## src/sv/debug_packet_deframer_assert.svh

```systemverilog
// Assertion macros used by the packet deframer core.
`ifndef DEBUG_PACKET_DEFRAMER_ASSERT_SVH
`define DEBUG_PACKET_DEFRAMER_ASSERT_SVH

// Same-cycle implication checked on every clock edge outside reset.
`define DPD_ASSERT_NOW(lbl, ante, cons, msg) \
  lbl: assert property (@(posedge clk_i) disable iff (!rst_ni) (ante) |-> (cons)) \
    else $error(msg);

// Next-cycle implication checked on every clock edge outside reset.
`define DPD_ASSERT_NEXT(lbl, ante, cons, msg) \
  lbl: assert property (@(posedge clk_i) disable iff (!rst_ni) (ante) |=> (cons)) \
    else $error(msg);

`endif

```

## src/sv/dpd_pkg.sv

```systemverilog
// Types, character codes and the hex digit decoder of the packet deframer.
`default_nettype none

package dpd_pkg;

  localparam logic [7:0] CHAR_DOLLAR = 8'h24;
  localparam logic [7:0] CHAR_HASH   = 8'h23;
  localparam logic [7:0] CHAR_0      = 8'h30;
  localparam logic [7:0] CHAR_9      = 8'h39;
  localparam logic [7:0] CHAR_UA     = 8'h41;
  localparam logic [7:0] CHAR_UF     = 8'h46;
  localparam logic [7:0] CHAR_LA     = 8'h61;
  localparam logic [7:0] CHAR_LF     = 8'h66;
  localparam logic [7:0] HEX_INVALID = 8'hFF;
  localparam logic [7:0] HEX_TEN     = 8'd10;

  typedef enum logic [1:0] {
    KIND_BYTE  = 2'd0,
    KIND_GOOD  = 2'd1,
    KIND_BAD   = 2'd2,
    KIND_ABORT = 2'd3
  } kind_e;

  typedef struct packed {
    logic [7:0] rx_byte;
    logic       closed;
  } item_t;

  typedef struct packed {
    kind_e      kind;
    logic [7:0] data;
    logic [7:0] computed_sum;
    logic [7:0] received_sum;
    logic       send_ack;
  } result_t;

  // Returns 0 to 15 for a hex digit of either case, and all ones otherwise.
  function automatic logic [7:0] hex_value(input logic [7:0] b);
    logic [7:0] v;
    if (b >= CHAR_0 && b <= CHAR_9) begin
      v = b - CHAR_0;
    end else if (b >= CHAR_UA && b <= CHAR_UF) begin
      v = b - CHAR_UA + HEX_TEN;
    end else if (b >= CHAR_LA && b <= CHAR_LF) begin
      v = b - CHAR_LA + HEX_TEN;
    end else begin
      v = HEX_INVALID;
    end
    return v;
  endfunction

endpackage

`default_nettype wire

```

## src/sv/debug_packet_deframer.sv

```systemverilog
// Top level of the debug link packet deframer.
// A word accepted is held in the input register, and its result is then loaded into the result register.
// Throughput: one word per cycle while the result register has room; the input and result registers sustain that rate.
// Words that cause no result still pass through the input register.
// Reset is asynchronous and active low and returns the deframer to hunting for a start.
// Reset clears the payload sum, the high digit and both valid flags.
`default_nettype none

module debug_packet_deframer
  import dpd_pkg::*;
(
  input  wire logic       clk_i,
  input  wire logic       rst_ni,
  input  wire logic       in_valid_i,
  output logic            in_ready_o,
  input  wire logic [7:0] rx_byte_i,
  input  wire logic       closed_i,
  output logic            out_valid_o,
  input  wire logic       out_ready_i,
  output logic [1:0]      result_kind_o,
  output logic [7:0]      data_o,
  output logic [7:0]      computed_sum_o,
  output logic [7:0]      received_sum_o,
  output logic            send_ack_o
);

  item_t   in_item;
  item_t   held_item;
  logic    item_valid;
  logic    consume;
  logic    out_free;
  logic    res_valid;
  result_t res;
  result_t out_res;

  assign in_item.rx_byte = rx_byte_i;
  assign in_item.closed  = closed_i;

  dpd_in_stage u_in (
    .clk_i        (clk_i),
    .rst_ni       (rst_ni),
    .in_valid_i   (in_valid_i),
    .in_ready_o   (in_ready_o),
    .item_i       (in_item),
    .consume_i    (consume),
    .item_valid_o (item_valid),
    .item_o       (held_item)
  );

  dpd_core u_core (
    .clk_i        (clk_i),
    .rst_ni       (rst_ni),
    .item_valid_i (item_valid),
    .item_i       (held_item),
    .out_free_i   (out_free),
    .consume_o    (consume),
    .res_valid_o  (res_valid),
    .res_o        (res)
  );

  dpd_out_stage u_out (
    .clk_i       (clk_i),
    .rst_ni      (rst_ni),
    .load_i      (res_valid),
    .res_i       (res),
    .out_free_o  (out_free),
    .out_valid_o (out_valid_o),
    .out_ready_i (out_ready_i),
    .res_o       (out_res)
  );

  assign result_kind_o  = out_res.kind;
  assign data_o         = out_res.data;
  assign computed_sum_o = out_res.computed_sum;
  assign received_sum_o = out_res.received_sum;
  assign send_ack_o     = out_res.send_ack;

endmodule

`default_nettype wire

```

## src/sv/dpd_in_stage.sv

```systemverilog
// Input register that holds one received word until the core takes it.
`default_nettype none

module dpd_in_stage
  import dpd_pkg::*;
(
  input  wire logic  clk_i,
  input  wire logic  rst_ni,
  input  wire logic  in_valid_i,
  output logic       in_ready_o,
  input  wire item_t item_i,
  input  wire logic  consume_i,
  output logic       item_valid_o,
  output item_t      item_o
);

  logic  valid_q;
  item_t item_q;

  assign in_ready_o   = !valid_q || consume_i;
  assign item_valid_o = valid_q;
  assign item_o       = item_q;

  always_ff @(posedge clk_i or negedge rst_ni) begin
    if (!rst_ni) begin
      valid_q <= 1'b0;
    end else if (in_valid_i && in_ready_o) begin
      valid_q <= 1'b1;
    end else if (consume_i) begin
      valid_q <= 1'b0;
    end
  end

  always_ff @(posedge clk_i) begin
    if (in_valid_i && in_ready_o) begin
      item_q <= item_i;
    end
  end

endmodule

`default_nettype wire

```

## src/sv/dpd_core.sv

```systemverilog
// Framing state, payload sum and checksum compare for one word per cycle while the result register has room.
`default_nettype none

`include "debug_packet_deframer_assert.svh"

module dpd_core
  import dpd_pkg::*;
(
  input  wire logic  clk_i,
  input  wire logic  rst_ni,
  input  wire logic  item_valid_i,
  input  wire item_t item_i,
  input  wire logic  out_free_i,
  output logic       consume_o,
  output logic       res_valid_o,
  output result_t    res_o
);

  typedef enum logic [1:0] {
    PH_HUNT = 2'd0,
    PH_DATA = 2'd1,
    PH_HIGH = 2'd2,
    PH_LOW  = 2'd3
  } phase_e;

  phase_e     phase_q, phase_d;
  logic [7:0] sum_q, sum_d;
  logic [7:0] high_q, high_d;
  logic       has_res;
  logic [7:0] digit;
  logic [7:0] rsum;

  assign consume_o   = item_valid_i && out_free_i;
  assign res_valid_o = consume_o && has_res;
  assign digit       = hex_value(item_i.rx_byte);
  assign rsum        = high_q | digit;

  always_comb begin
    phase_d = phase_q;
    sum_d   = sum_q;
    high_d  = high_q;
    has_res = 1'b0;
    res_o   = '0;
    if (item_i.closed) begin
      phase_d    = PH_HUNT;
      has_res    = 1'b1;
      res_o.kind = KIND_ABORT;
    end else begin
      unique case (phase_q)
        PH_HUNT: begin
          if (item_i.rx_byte == CHAR_DOLLAR) begin
            sum_d   = '0;
            phase_d = PH_DATA;
          end
        end
        PH_DATA: begin
          if (item_i.rx_byte == CHAR_HASH) begin
            phase_d = PH_HIGH;
          end else begin
            sum_d      = sum_q + item_i.rx_byte;
            has_res    = 1'b1;
            res_o.kind = KIND_BYTE;
            res_o.data = item_i.rx_byte;
          end
        end
        PH_HIGH: begin
          high_d  = {digit[3:0], 4'h0};
          phase_d = PH_LOW;
        end
        PH_LOW: begin
          phase_d            = PH_HUNT;
          has_res            = 1'b1;
          res_o.computed_sum = sum_q;
          res_o.received_sum = rsum;
          res_o.send_ack     = (rsum == sum_q);
          res_o.kind         = (rsum == sum_q) ? KIND_GOOD : KIND_BAD;
        end
        default: begin
          phase_d = PH_HUNT;
        end
      endcase
    end
  end

  always_ff @(posedge clk_i or negedge rst_ni) begin
    if (!rst_ni) begin
      phase_q <= PH_HUNT;
      sum_q   <= '0;
      high_q  <= '0;
    end else if (consume_o) begin
      phase_q <= phase_d;
      sum_q   <= sum_d;
      high_q  <= high_d;
    end
  end

  `DPD_ASSERT_NOW(a_data_only_for_bytes,
    res_valid_o && res_o.kind != KIND_BYTE, res_o.data == 8'h00,
    "Data is nonzero on a result that is not a payload byte.")
  `DPD_ASSERT_NOW(a_ack_means_match,
    res_valid_o && res_o.send_ack, res_o.received_sum == res_o.computed_sum,
    "Acknowledge requested for a packet whose checksum does not match.")
  `DPD_ASSERT_NEXT(a_close_returns_to_hunt,
    consume_o && item_i.closed, phase_q == PH_HUNT,
    "A closed link did not return the deframer to hunting.")
  `DPD_ASSERT_NEXT(a_low_digit_ends_packet,
    consume_o && phase_q == PH_LOW, phase_q == PH_HUNT,
    "The low checksum digit did not end the packet.")

endmodule

`default_nettype wire

```

## src/sv/dpd_out_stage.sv

```systemverilog
// Result register that holds one result word until the consumer takes it.
`default_nettype none

module dpd_out_stage
  import dpd_pkg::*;
(
  input  wire logic    clk_i,
  input  wire logic    rst_ni,
  input  wire logic    load_i,
  input  wire result_t res_i,
  output logic         out_free_o,
  output logic         out_valid_o,
  input  wire logic    out_ready_i,
  output result_t      res_o
);

  logic    valid_q;
  result_t res_q;

  assign out_free_o  = !valid_q || out_ready_i;
  assign out_valid_o = valid_q;
  assign res_o       = res_q;

  always_ff @(posedge clk_i or negedge rst_ni) begin
    if (!rst_ni) begin
      valid_q <= 1'b0;
    end else if (load_i) begin
      valid_q <= 1'b1;
    end else if (out_ready_i) begin
      valid_q <= 1'b0;
    end
  end

  always_ff @(posedge clk_i) begin
    if (load_i) begin
      res_q <= res_i;
    end
  end

endmodule

`default_nettype wire
```

## config.mk

```make
export PLATFORM = sky130hd
export DESIGN_NAME = debug_packet_deframer
export DESIGN_NICKNAME = d
export VERILOG_FILES = /design/src/sv/dpd_pkg.sv /design/src/sv/debug_packet_deframer.sv /design/src/sv/dpd_in_stage.sv /design/src/sv/dpd_core.sv /design/src/sv/dpd_out_stage.sv
export VERILOG_INCLUDE_DIRS = /design/src /design/src/sv
export SDC_FILE = /design/constraint.sdc
export NUM_CORES = 1
export LEC_CHECK = 0
export BUFFER_PORTS_ARGS = -buffer_cell sky130_fd_sc_hd__buf_2
export CORE_UTILIZATION = 55
export CTS_CLUSTER_DIAMETER = 150
export DETAILED_ROUTE_END_ITERATION = 12
export PLACE_DENSITY = 0.77
export SLEW_MARGIN = 15
export SYNTH_ARGS = -nofsm -noshare
export SYNTH_HDL_FRONTEND = slang
export SYNTH_SLANG_ARGS = --single-unit
```

## constraint.sdc

```tcl
create_clock -name clk_i -period 10 [get_ports clk_i]
set_input_delay 1.5 -clock clk_i [delete_from_list [all_inputs] [get_ports clk_i]]
set_output_delay 1.5 -clock clk_i [all_outputs]
set_load 0.1 [all_outputs]
```

==> impl_metrics.json, run 1 <==
{
  "post-route-util": 0.650,
  "synth-edff-count": 36,
  "grt_pass1_vias": 2221,
  "synth.area.mux_share": 0.00330,
  "groute.usage.overall": 0.247,
  "grt_pass1_wl_mm": 11.0,
  "fp.dieH_microns": 76.3,
  "slew_violations": 0,
  "cts-root-buf": "clkbuf_8",
  "dp_cells": 384,
  "synthFlopType": "edfxtp_1",
  "syn_area_sq_mm": 0.00304,
  "clk_path_buf_depth": 2,
  "max_freq_mhz": 263,
  "detail_route.wl_per_cell_microns": 17.1,
  "synth_top_family_by_area": "compound AO/OA/AOI/OAI gates",
  "synth_compound_area_frac": 0.200,
  "drtAntennaViolNets": 0,
  "synth_warnings": 0,
  "synthArstFlopShare": 0.308,
  "final-hold-violation-count": 0,
  "power_density_mw_per_mm2": 269,
  "cts_resized": 0,
  "fin_nets": 355,
  "dieArea_sq_mm": 0.00582,
  "area.growth.synth_to_final_pct": 11.4,
  "nFillCells": 434,
  "cp_data_required_time_ns": 10.07,
  "start_util": 0.583,
  "final_common_cell": "buf_2",
  "netlist_instances": 281,
  "rsz0062_at_grt": "no",
  "holdCritPathClass": "reg -> reg",
  "dp_hpwl_mm": 5.01,
  "drc": 0,
  "min_period_ns": 3.80,
  "drt_wl_total_mm": 6.72,
  "syn_nets": 315,
  "cts.reportedPaths.clkPinSlew_ns": 0.09,
  "synth-simple-area-share": 0.154,
  "gp_routability_congestion": 0.933,
  "worst_ep_arrival_time_ns": 3.87,
  "hold_buffers": 0,
  "synthAdderAreaFrac": 0.0890,
  "die_x_microns": 76.3,
  "ioPinCount": 42,
  "worstSetupEndpointType": "register",
  "instances_no_fill": 392,
  "maxCapViolations": 0,
  "overflow": 0,
  "clock-sinks": 52,
  "finalCritPeriodShare": 0.380,
  "vias": 2380,
  "status": "completed",
  "max_slew.worst_pin.slew_ns": 1.06,
  "skew_ns": 0.0107,
  "yosys.area_share.xor_xnor": 0.0346,
  "ys_types": 59,
  "place.port_buffers": 41,
  "antenna_found_initial": 0,
  "coreArea_sq_mm": 0.00520,
  "finalPower_w": 0.000910,
  "crit_type": "reg -> reg",
  "regArea_sq_mm": 0.00148,
  "rows": 26,
  "avgSynthCellArea_sq_um": 10.8,
  "grt_max_degree": 28,
  "final_cell_mix": "buf_2 (41), edfxtp_1 (36), nor2_1 (28)",
  "slew-limit-headroom": 0.291,
  "cts_htree_levels": 2,
  "clk-insertion-delay-late_ns": 0.31,
  "finalSetupViolCount": 0,
  "cts_buffers": 5,
  "post_cts_buffers": 0,
  "viasPerCell": 6.07,
  "ys_seq_elements": 52,
  "worstPathMaxFanout": 12,
  "yosysSeqAreaShare": 0.488,
  "irDropWorstVdd_mv": 0.186,
  "leakage_nw": 1.43,
  "multiInputGateArea_sq_mm": 0.00146,
  "drt-pass1-iter-count": 5,
  "cts_tree": "built",
  "worst_setup_path_start_kind": "register",
  "fin_setup_tns_ns": 0,
  "drt_iter0_drc": 172,
  "drive_gt1_frac": 0.177,
  "antennaDiodeCount": 0
}
[stage by stage]
stage          setup WS (ns)  hold slack [ns]  instance area (sq um)
6_report                6.20            0.522                   3380
4_1_cts                 6.24            0.515                   3380
2_1_floorplan           6.18            0.450                   3040
3_5_place_dp            6.26            0.496                   3300
5_1_grt                 6.00            0.526                   3380
3_3_place_gp            6.35            0.480                   3300
[metal layers]
layer,wire length [microns],global-route usage,up-vias,part of all wire
met2,3120,0.394,101,0.46
met4,195,0.108,0,0.029
li1,-,-,1136,-
met5,0,0,-,0
met1,2910,0.326,1125,0.43
met3,490,0.0527,18,0.073
[flip-flops by register name, indices dropped and copies added (netlist names)]
register	count
u_core.high_q	4
u_in.item_o	9
u_core.phase_q	2
u_out.res_o	27
u_core.sum_q	8
u_out.out_valid_o	1
u_in.item_valid_o	1
[Yosys cell counts (2+ instances only)]
master | count | share of area
o21bai_1 | 6 | 0.015
and3_1 | 4 | 0.0082
xor2_1 | 3 | 0.0087
nand2b_1 | 3 | 0.0062
inv_1 | 17 | 0.021
nor3_1 | 8 | 0.013
o41a_1 | 2 | 0.0074
xnor2_1 | 9 | 0.026
edfxtp_1 | 36 | 0.36
a311o_1 | 4 | 0.013
or3_1 | 2 | 0.0041
and2_1 | 6 | 0.012
a2bb2oi_1 | 2 | 0.0058
nor4_1 | 2 | 0.0041
clkbuf_1 | 6 | 0.0074
nand3_1 | 4 | 0.0066
nand3b_1 | 2 | 0.0049
o221ai_1 | 3 | 0.0087
a22oi_1 | 2 | 0.0049
nor2b_1 | 4 | 0.0082
or2_2 | 2 | 0.0041
nor2_1 | 28 | 0.035
o211ai_1 | 2 | 0.0049
or4b_4 | 2 | 0.0091
dfrtp_1 | 16 | 0.13
o21ai_0 | 11 | 0.018
nand2_1 | 16 | 0.020
o41ai_1 | 2 | 0.0058
a21oi_1 | 17 | 0.028
buf_2 | 2 | 0.0033
ha_1 | 20 | 0.082
a22o_1 | 8 | 0.023
a21o_1 | 4 | 0.0099
[worst paths after layout]
path	startpoint	end	slack, ns	cells past startpoint
setup / recovery	u_in.item_o[2]	u_out.res_o[26]	6.20	9
hold / removal	u_core.high_q[6]	u_core.high_q[6]	0.52	2
setup reg to reg	u_in.item_o[2]	u_out.res_o[26]	6.20	9
hold reg to reg	u_core.high_q[6]	u_core.high_q[6]	0.52	2
max in group asynchronous	rst_ni	u_core.high_q[6]	8.61	1
min in group asynchronous	rst_ni	u_in.item_valid_o	1.10	1
[logic make-up (layout without fill, tap and decap cells)]
family	count (synthesis)	count (layout)
buffers and inverters	25	66
AND/OR/NAND/NOR	89	89
AO/OA/AOI/OAI	81	81
XOR/XNOR	12	12
multiplexers	1	1
flip-flops	52	52
adder cells (fa/ha/maj)	21	21
[cell type report]
cell class | count | share of cell area
Clock buffer | 6 | 0.0215
Tap cell | 70 | 0.0259
Multi-Input combinational cell | 204 | 0.431
Timing Repair Buffer | 41 | 0.0607
Inverter | 17 | 0.0189
Sequential cell | 52 | 0.438
Clock inverter | 2 | 0.00407
[worst max-delay path: stages (launching register included)]
cell and delay, ns:
edfxtp_1 0.63, inv_1 0.15, ha_1 0.23, or4b_4 0.50, a311o_1 0.40, a22oi_1 0.45, xnor2_1 0.18, o221ai_1 0.13
or4b_4 0.52, o41a_1 0.38
[where the power goes]
part / switching, W / internal, W / leakage [nW] / total (W)
logic: 0.000317 / 0.000120 / 0.828 / 0.000437
clock network: 0.0000708 / 0.0000500 / 0.0456 / 0.000121
registers: 0.0000571 / 0.000295 / 0.554 / 0.000352
total: 0.000445 / 0.000465 / 1.43 / 0.000910
No activity file was read; power rests on OpenSTA's default activity.
==> run 2: changes to the inputs <==
- CORE_UTILIZATION: 55 -> 52
- PLACE_DENSITY: 0.77 -> 0.76
- clock period: 10 -> 3.35 ns (I/O delays scaled with it)
==> run 2 against run 1 <==
Effect of this change: non-clock buffer count rose by 20; global-route usage increased by 0.10 points; cell count rose by 5.6%; register-to-register slack got worse by 6.1 ns; combinational power grew to 3.1 times the previous value; die area rose by 5.6%; clock-buffer cell count is 1 lower; worst setup slack got worse by 6.1 ns; first-iteration DRC count is 13% higher; critical endpoint is now u_out.res_o[25].
==> impl_metrics.json, run 2 (synthesis gave the netlist of run 1 again) <==
{
  "die_x_microns": 78.4,
  "dp_hpwl_mm": 5.53,
  "antenna_found_initial": 0,
  "clock-sinks": 52,
  "detail_route.wl_per_cell_microns": 17.5,
  "p_switching_w": 0.00133,
  "place.port_buffers": 41,
  "worstSetupEndpointType": "register",
  "final_common_cell": "buf_2",
  "cts-root-buf": "clkbuf_8",
  "multiInputGateArea_sq_mm": 0.00146,
  "power_density_mw_per_mm2": 773,
  "dieArea_sq_mm": 0.00615,
  "fin_setup_tns_ns": 0,
  "p_clk_frac": 0.129,
  "clk_path_buf_depth": 2,
  "timing.critical_path.mode_cell": "or4b_4",
  "grt_pass1_wl_mm": 11.5,
  "rows": 27,
  "worst_ep_arrival_time_ns": 3.30,
  "worst_setup_path_start_kind": "register",
  "largest_register_ffs": 27,
  "worstPathMaxFanout": 4,
  "crit_type": "reg -> reg",
  "holdCritPathClass": "in -> async",
  "max_slew.worst_pin.slew_ns": 0.554,
  "coreArea_sq_mm": 0.00557,
  "cp_data_required_time_ns": 3.43,
  "irDropWorstVdd_mv": 0.492,
  "seqPwrFrac": 0.377,
  "cts_buffers": 5,
  "ioPinCount": 42,
  "slew_violations": 0,
  "finalSetupViolCount": 0,
  "pre_cts_ws_ns": 0.157,
  "fp.dieH_microns": 78.4,
  "clk-insertion-delay-late_ns": 0.30,
  "finalCritPeriodShare": 0.960,
  "rsz0062_at_grt": "no",
  "skew_ns": 0.00485,
  "vias": 2444,
  "drt_iter0_drc": 195,
  "max_stage_delay_ns": 0.51,
  "min_period_ns": 3.22,
  "hold_buffers": 0,
  "grt_max_degree": 28,
  "overflow": 0,
  "antennaDiodeCount": 0,
  "final-hold-violation-count": 0,
  "drive_gt1_frac": 0.228,
  "start_util": 0.545,
  "p_sw_frac": 0.487,
  "slowest_stage": "or4b_4",
  "groute.usage.overall": 0.248,
  "cts_tree": "built",
  "cts_htree_levels": 2,
  "setup_ws_ns": 0.134,
  "max_freq_mhz": 311,
  "final_cell_mix": "buf_2 (41), edfxtp_1 (36), nor2_1 (28)",
  "regArea_sq_mm": 0.00148,
  "fin_nets": 375,
  "leakage_nw": 1.52,
  "grt_pass1_vias": 2342,
  "drtAntennaViolNets": 0,
  "gp_routability_congestion": 0.918,
  "status": "completed",
  "cellInternalPower_w": 0.00140,
  "drt-pass1-iter-count": 4,
  "slew-limit-headroom": 0.630,
  "critPathBufInv": 0,
  "area.growth.synth_to_final_pct": 16.7,
  "p_comb_frac": 0.494,
  "drt_wl_total_mm": 7.24,
  "maxCapViolations": 0,
  "crit_family": "compound AO/OA/AOI/OAI gates",
  "path_cells": "ha_1, or4b_4, a311o_1, a22oi_2, xnor2_1, o221ai_1, or4b_4, o41ai_1",
  "drc": 0,
  "cts_resized": 0,
  "post_cts_buffers": 0,
  "viasPerCell": 5.90,
  "cts.reportedPaths.clkPinSlew_ns": 0.09,
  "nFillCells": 477
}
run 2: worst register-to-register path: stages, from the launching register on:
cell and delay (ns):
edfxtp_1 0.45, ha_1 0.25, or4b_4 0.50, a311o_1 0.40, a22oi_2 0.17, xnor2_1 0.15
o221ai_1 0.14, or4b_4 0.51, o41ai_1 0.41
run 2: worst paths after layout:
kind                       slack, ns             start  cells past startpoint                 to
setup / recovery                0.13    u_in.item_o[1]                      8    u_out.res_o[25]
min in group clk_i              0.37      rx_byte_i[4]                      1     u_in.item_o[5]
hold reg to reg                 0.52  u_core.high_q[6]                      2   u_core.high_q[6]
max in group asynchronous       2.95            rst_ni                      1    u_core.sum_q[4]
setup reg to reg                0.13    u_in.item_o[1]                      8    u_out.res_o[25]
hold / removal                  0.11            rst_ni                      1  u_in.item_valid_o
run 2: area by class of cell:
type | instances | area share
flip-flops and latches | 52 | 0.418
multi-input cells | 204 | 0.413
repair buffers | 61 | 0.100
well taps | 72 | 0.0254
clock buffers | 5 | 0.0194
inverters | 17 | 0.0180
clock inverters | 3 | 0.00530
run 2: power groups by stage:
stage | Sequential, W | Combinational (W) | Clock [W]
4_1_cts | 0.00102 | 0.00135 | 0.000360
3_3_place_gp | 0.00103 | 0.00133 | 0
2_1_floorplan | 0.00148 | 0.000617 | 0
6_report | 0.00103 | 0.00135 | 0.000352
5_1_grt | 0.00104 | 0.00145 | 0.000380
3_5_place_dp | 0.00104 | 0.00135 | 0
run 2: metrics by stage:
step	instance area, sq um	util	power [W]	cells	hold slack (ns)
final	3540	0.635	0.00274	414	0.113
after floorplan	3040	-	0.00210	281	0.207
after detailed placement	3450	0.620	0.00239	406	0.453
after global routing	3540	0.635	0.00287	414	0.133
after CTS	3540	0.635	0.00274	414	0.119
after global placement	3450	0.620	0.00236	406	0.453
run 2: metal layers:
metal / wire, microns / global-route usage / up-vias
met5: 0 / 0 / -
met1: 3120 / 0.314 / 1161
met2: 3530 / 0.439 / 95
met4: 90 / 0.0704 / 0
li1: - / - / 1178
met3: 506 / 0.0384 / 10
==> run 3: changes to the inputs <==
- ABC_AREA: not set -> 1
- ABC_CLOCK_PERIOD_IN_PS: not set -> 3350
==> run 3 against run 2 <==
Effect of this change: wire length fell by 5.7%; critical endpoint is now u_out.res_o[26]; core utilization fell by 1.9 points; non-clock buffer count fell by 20; highest routed layer unchanged; die area rose by 1.9%; via count rose by 2.8%; worst hold slack got worse by 0.011 ns.
==> impl_metrics.json, run 3 <==
{
  "status": "completed",
  "regArea_sq_mm": 0.00148,
  "max_slew.worst_pin.slew_ns": 0.996,
  "fin_nets": 433,
  "groute.usage.overall": 0.239,
  "drtAntennaViolNets": 0,
  "place.port_buffers": 41,
  "worstSetupEndpointType": "register",
  "netlist_instances": 353,
  "cts.reportedPaths.clkPinSlew_ns": 0.09,
  "worst_ep_arrival_time_ns": 2.80,
  "dp_cells": 464,
  "rsz0062_at_grt": "no",
  "yosys.area_share.xor_xnor": 0.0198,
  "coreArea_sq_mm": 0.00561,
  "largest_register_ffs": 27,
  "ys_seq_elements": 52,
  "cts_buffers": 5,
  "die_x_microns": 79.1,
  "grt_max_degree": 28,
  "ys_types": 35,
  "nFillCells": 501,
  "synth-simple-area-share": 0.276,
  "fp.dieH_microns": 79.1,
  "skew_ns": 0.00320,
  "dp_hpwl_mm": 5.38,
  "holdCritPathClass": "in -> async",
  "synth.most_common_cell": "nand2_1",
  "multiInputGateArea_sq_mm": 0.00142,
  "viasPerCell": 5.32,
  "ioPinCount": 42,
  "avgSynthCellArea_sq_um": 8.76,
  "pre_cts_ws_ns": 0.675,
  "final_cell_mix": "nand2_1 (84), inv_1 (42), buf_2 (41)",
  "final-hold-violation-count": 0,
  "fin_setup_tns_ns": 0,
  "antenna_found_initial": 0,
  "post-route-util": 0.616,
  "gp_routability_congestion": 0.926,
  "cts_tree": "built",
  "drive_gt1_frac": 0.190,
  "dpl_cell_area_sq_mm": 0.00337,
  "finalSetupViolCount": 0,
  "clk-insertion-delay-late_ns": 0.31,
  "area.growth.synth_to_final_pct": 11.7,
  "min_period_ns": 2.73,
  "drt_iter0_drc": 232,
  "finalCritPeriodShare": 0.815,
  "synthFlopType": "edfxtp_1",
  "drt-pass1-iter-count": 5,
  "crit_type": "reg -> reg",
  "synth.area.mux_share": 0,
  "final_area_sq_mm": 0.00346,
  "synthAdderAreaFrac": 0.0874,
  "rows": 27,
  "instances_no_fill": 472,
  "start_util": 0.552,
  "overflow": 0,
  "slew-limit-headroom": 0.335,
  "clk_path_buf_depth": 2,
  "worst_setup_path_start_kind": "register",
  "dieArea_sq_mm": 0.00626,
  "synth-edff-count": 36,
  "syn_area_sq_mm": 0.00309,
  "final_common_cell": "nand2_1",
  "yosys.area.top_type_share": 0.350,
  "synth_top_family_by_area": "simple AND/OR/NAND/NOR gates",
  "leakage_nw": 1.66,
  "hold_buffers": 0,
  "synth_common_cells": "nand2_1 (84), inv_1 (42), edfxtp_1 (36), nor2_1 (35), nand3_1 (34)",
  "syn_nets": 387,
  "detail_route.wl_per_cell_microns": 14.5,
  "clock-sinks": 52,
  "cp_data_required_time_ns": 3.42,
  "synth_compound_area_frac": 0.0756,
  "slew_violations": 0,
  "drc": 0,
  "cts_htree_levels": 2,
  "synthArstFlopShare": 0.308,
  "cts-root-buf": "clkbuf_8",
  "synth_warnings": 0,
  "drt_wl_total_mm": 6.83,
  "max_freq_mhz": 366,
  "grt_pass1_vias": 2264,
  "maxCapViolations": 0,
  "cts_resized": 0,
  "setup_ws_ns": 0.619,
  "power_density_mw_per_mm2": 707,
  "antennaDiodeCount": 0,
  "post_cts_buffers": 0,
  "irDropWorstVdd_mv": 0.500,
  "synth_largest_area_cell": "edfxtp_1",
  "yosysSeqAreaShare": 0.479,
  "vias": 2513,
  "grt_pass1_wl_mm": 11.1,
  "worstPathMaxFanout": 7,
  "yosys-top-cells-area": "edfxtp_1 (35%), dfrtp_1 (13%), nand2_1 (10%)"
}
==> run 3: area by class of cell <==
cell class,instances,share of cell area
flip-flops and latches,52,0.429
multi-input cells,252,0.411
repair buffers,41,0.0594
inverters,47,0.0510
well taps,72,0.0261
clock buffers,5,0.0199
clock inverters,3,0.00398
==> run 3: cell families after synthesis <==
logic type      after synthesis
flops                        52
simple gates                182
buf+inv                      49
fa+ha+maj                    21
xor+xnor                      7
compound gates               42
==> run 3: report_power, final <==
group          switching, W  total [W]  internal [W]
Combinational      0.000912    0.00115      0.000237
Sequential        0.0000896   0.000949      0.000860
Clock              0.000202   0.000345      0.000142
==> run 3: worst paths after layout <==
path	from	to	slack, ns	cells after the start
min reg2reg	u_core.high_q[7]	u_core.high_q[7]	0.52	2
min	rst_ni	u_in.item_valid_o	0.10	1
max in group asynchronous	rst_ni	u_core.high_q[6]	2.97	1
max reg2reg	u_in.item_o[2]	u_out.res_o[26]	0.62	18
min in group clk_i	closed_i	u_in.item_o[0]	0.36	1
max	u_in.item_o[2]	u_out.res_o[26]	0.62	18
==> run 3: stage by stage <==
stage | total power, W | hold WS, ns
finish | 0.00244 | 0.102
global route | 0.00258 | 0.123
CTS | 0.00246 | 0.107
detailed placement | 0.00211 | 0.446
global placement | 0.00210 | 0.444
floorplan | 0.00190 | 0.207
==> run 3: metal layers <==
| metal | track usage | routed length, microns | share of wire | up-vias |
|---|---|---|---|---|
| met5 | 0 | 0 | 0 | - |
| met1 | 0.327 | 3050 | 0.45 | 1148 |
| met4 | 0.0836 | 137 | 0.020 | 0 |
| li1 | - | - | - | 1253 |
| met2 | 0.381 | 3230 | 0.47 | 102 |
| met3 | 0.0414 | 417 | 0.061 | 10 |
==> run 3: worst max-delay path: stages (launching register included) <==
cell and delay [ns]:
edfxtp_1 0.57, inv_1 0.21, ha_1 0.29, inv_1 0.07
nor2_1 0.04, nand2_1 0.13, nand2_1 0.06, nand2_1 0.07
nand3_2 0.16, nand2_1 0.12, nand2_1 0.06, nand2_1 0.14
nand2_1 0.07, nand2_1 0.06, nand2_1 0.05, nor2_1 0.17
nand3_2 0.11, nand2_1 0.07, nand2_1 0.05
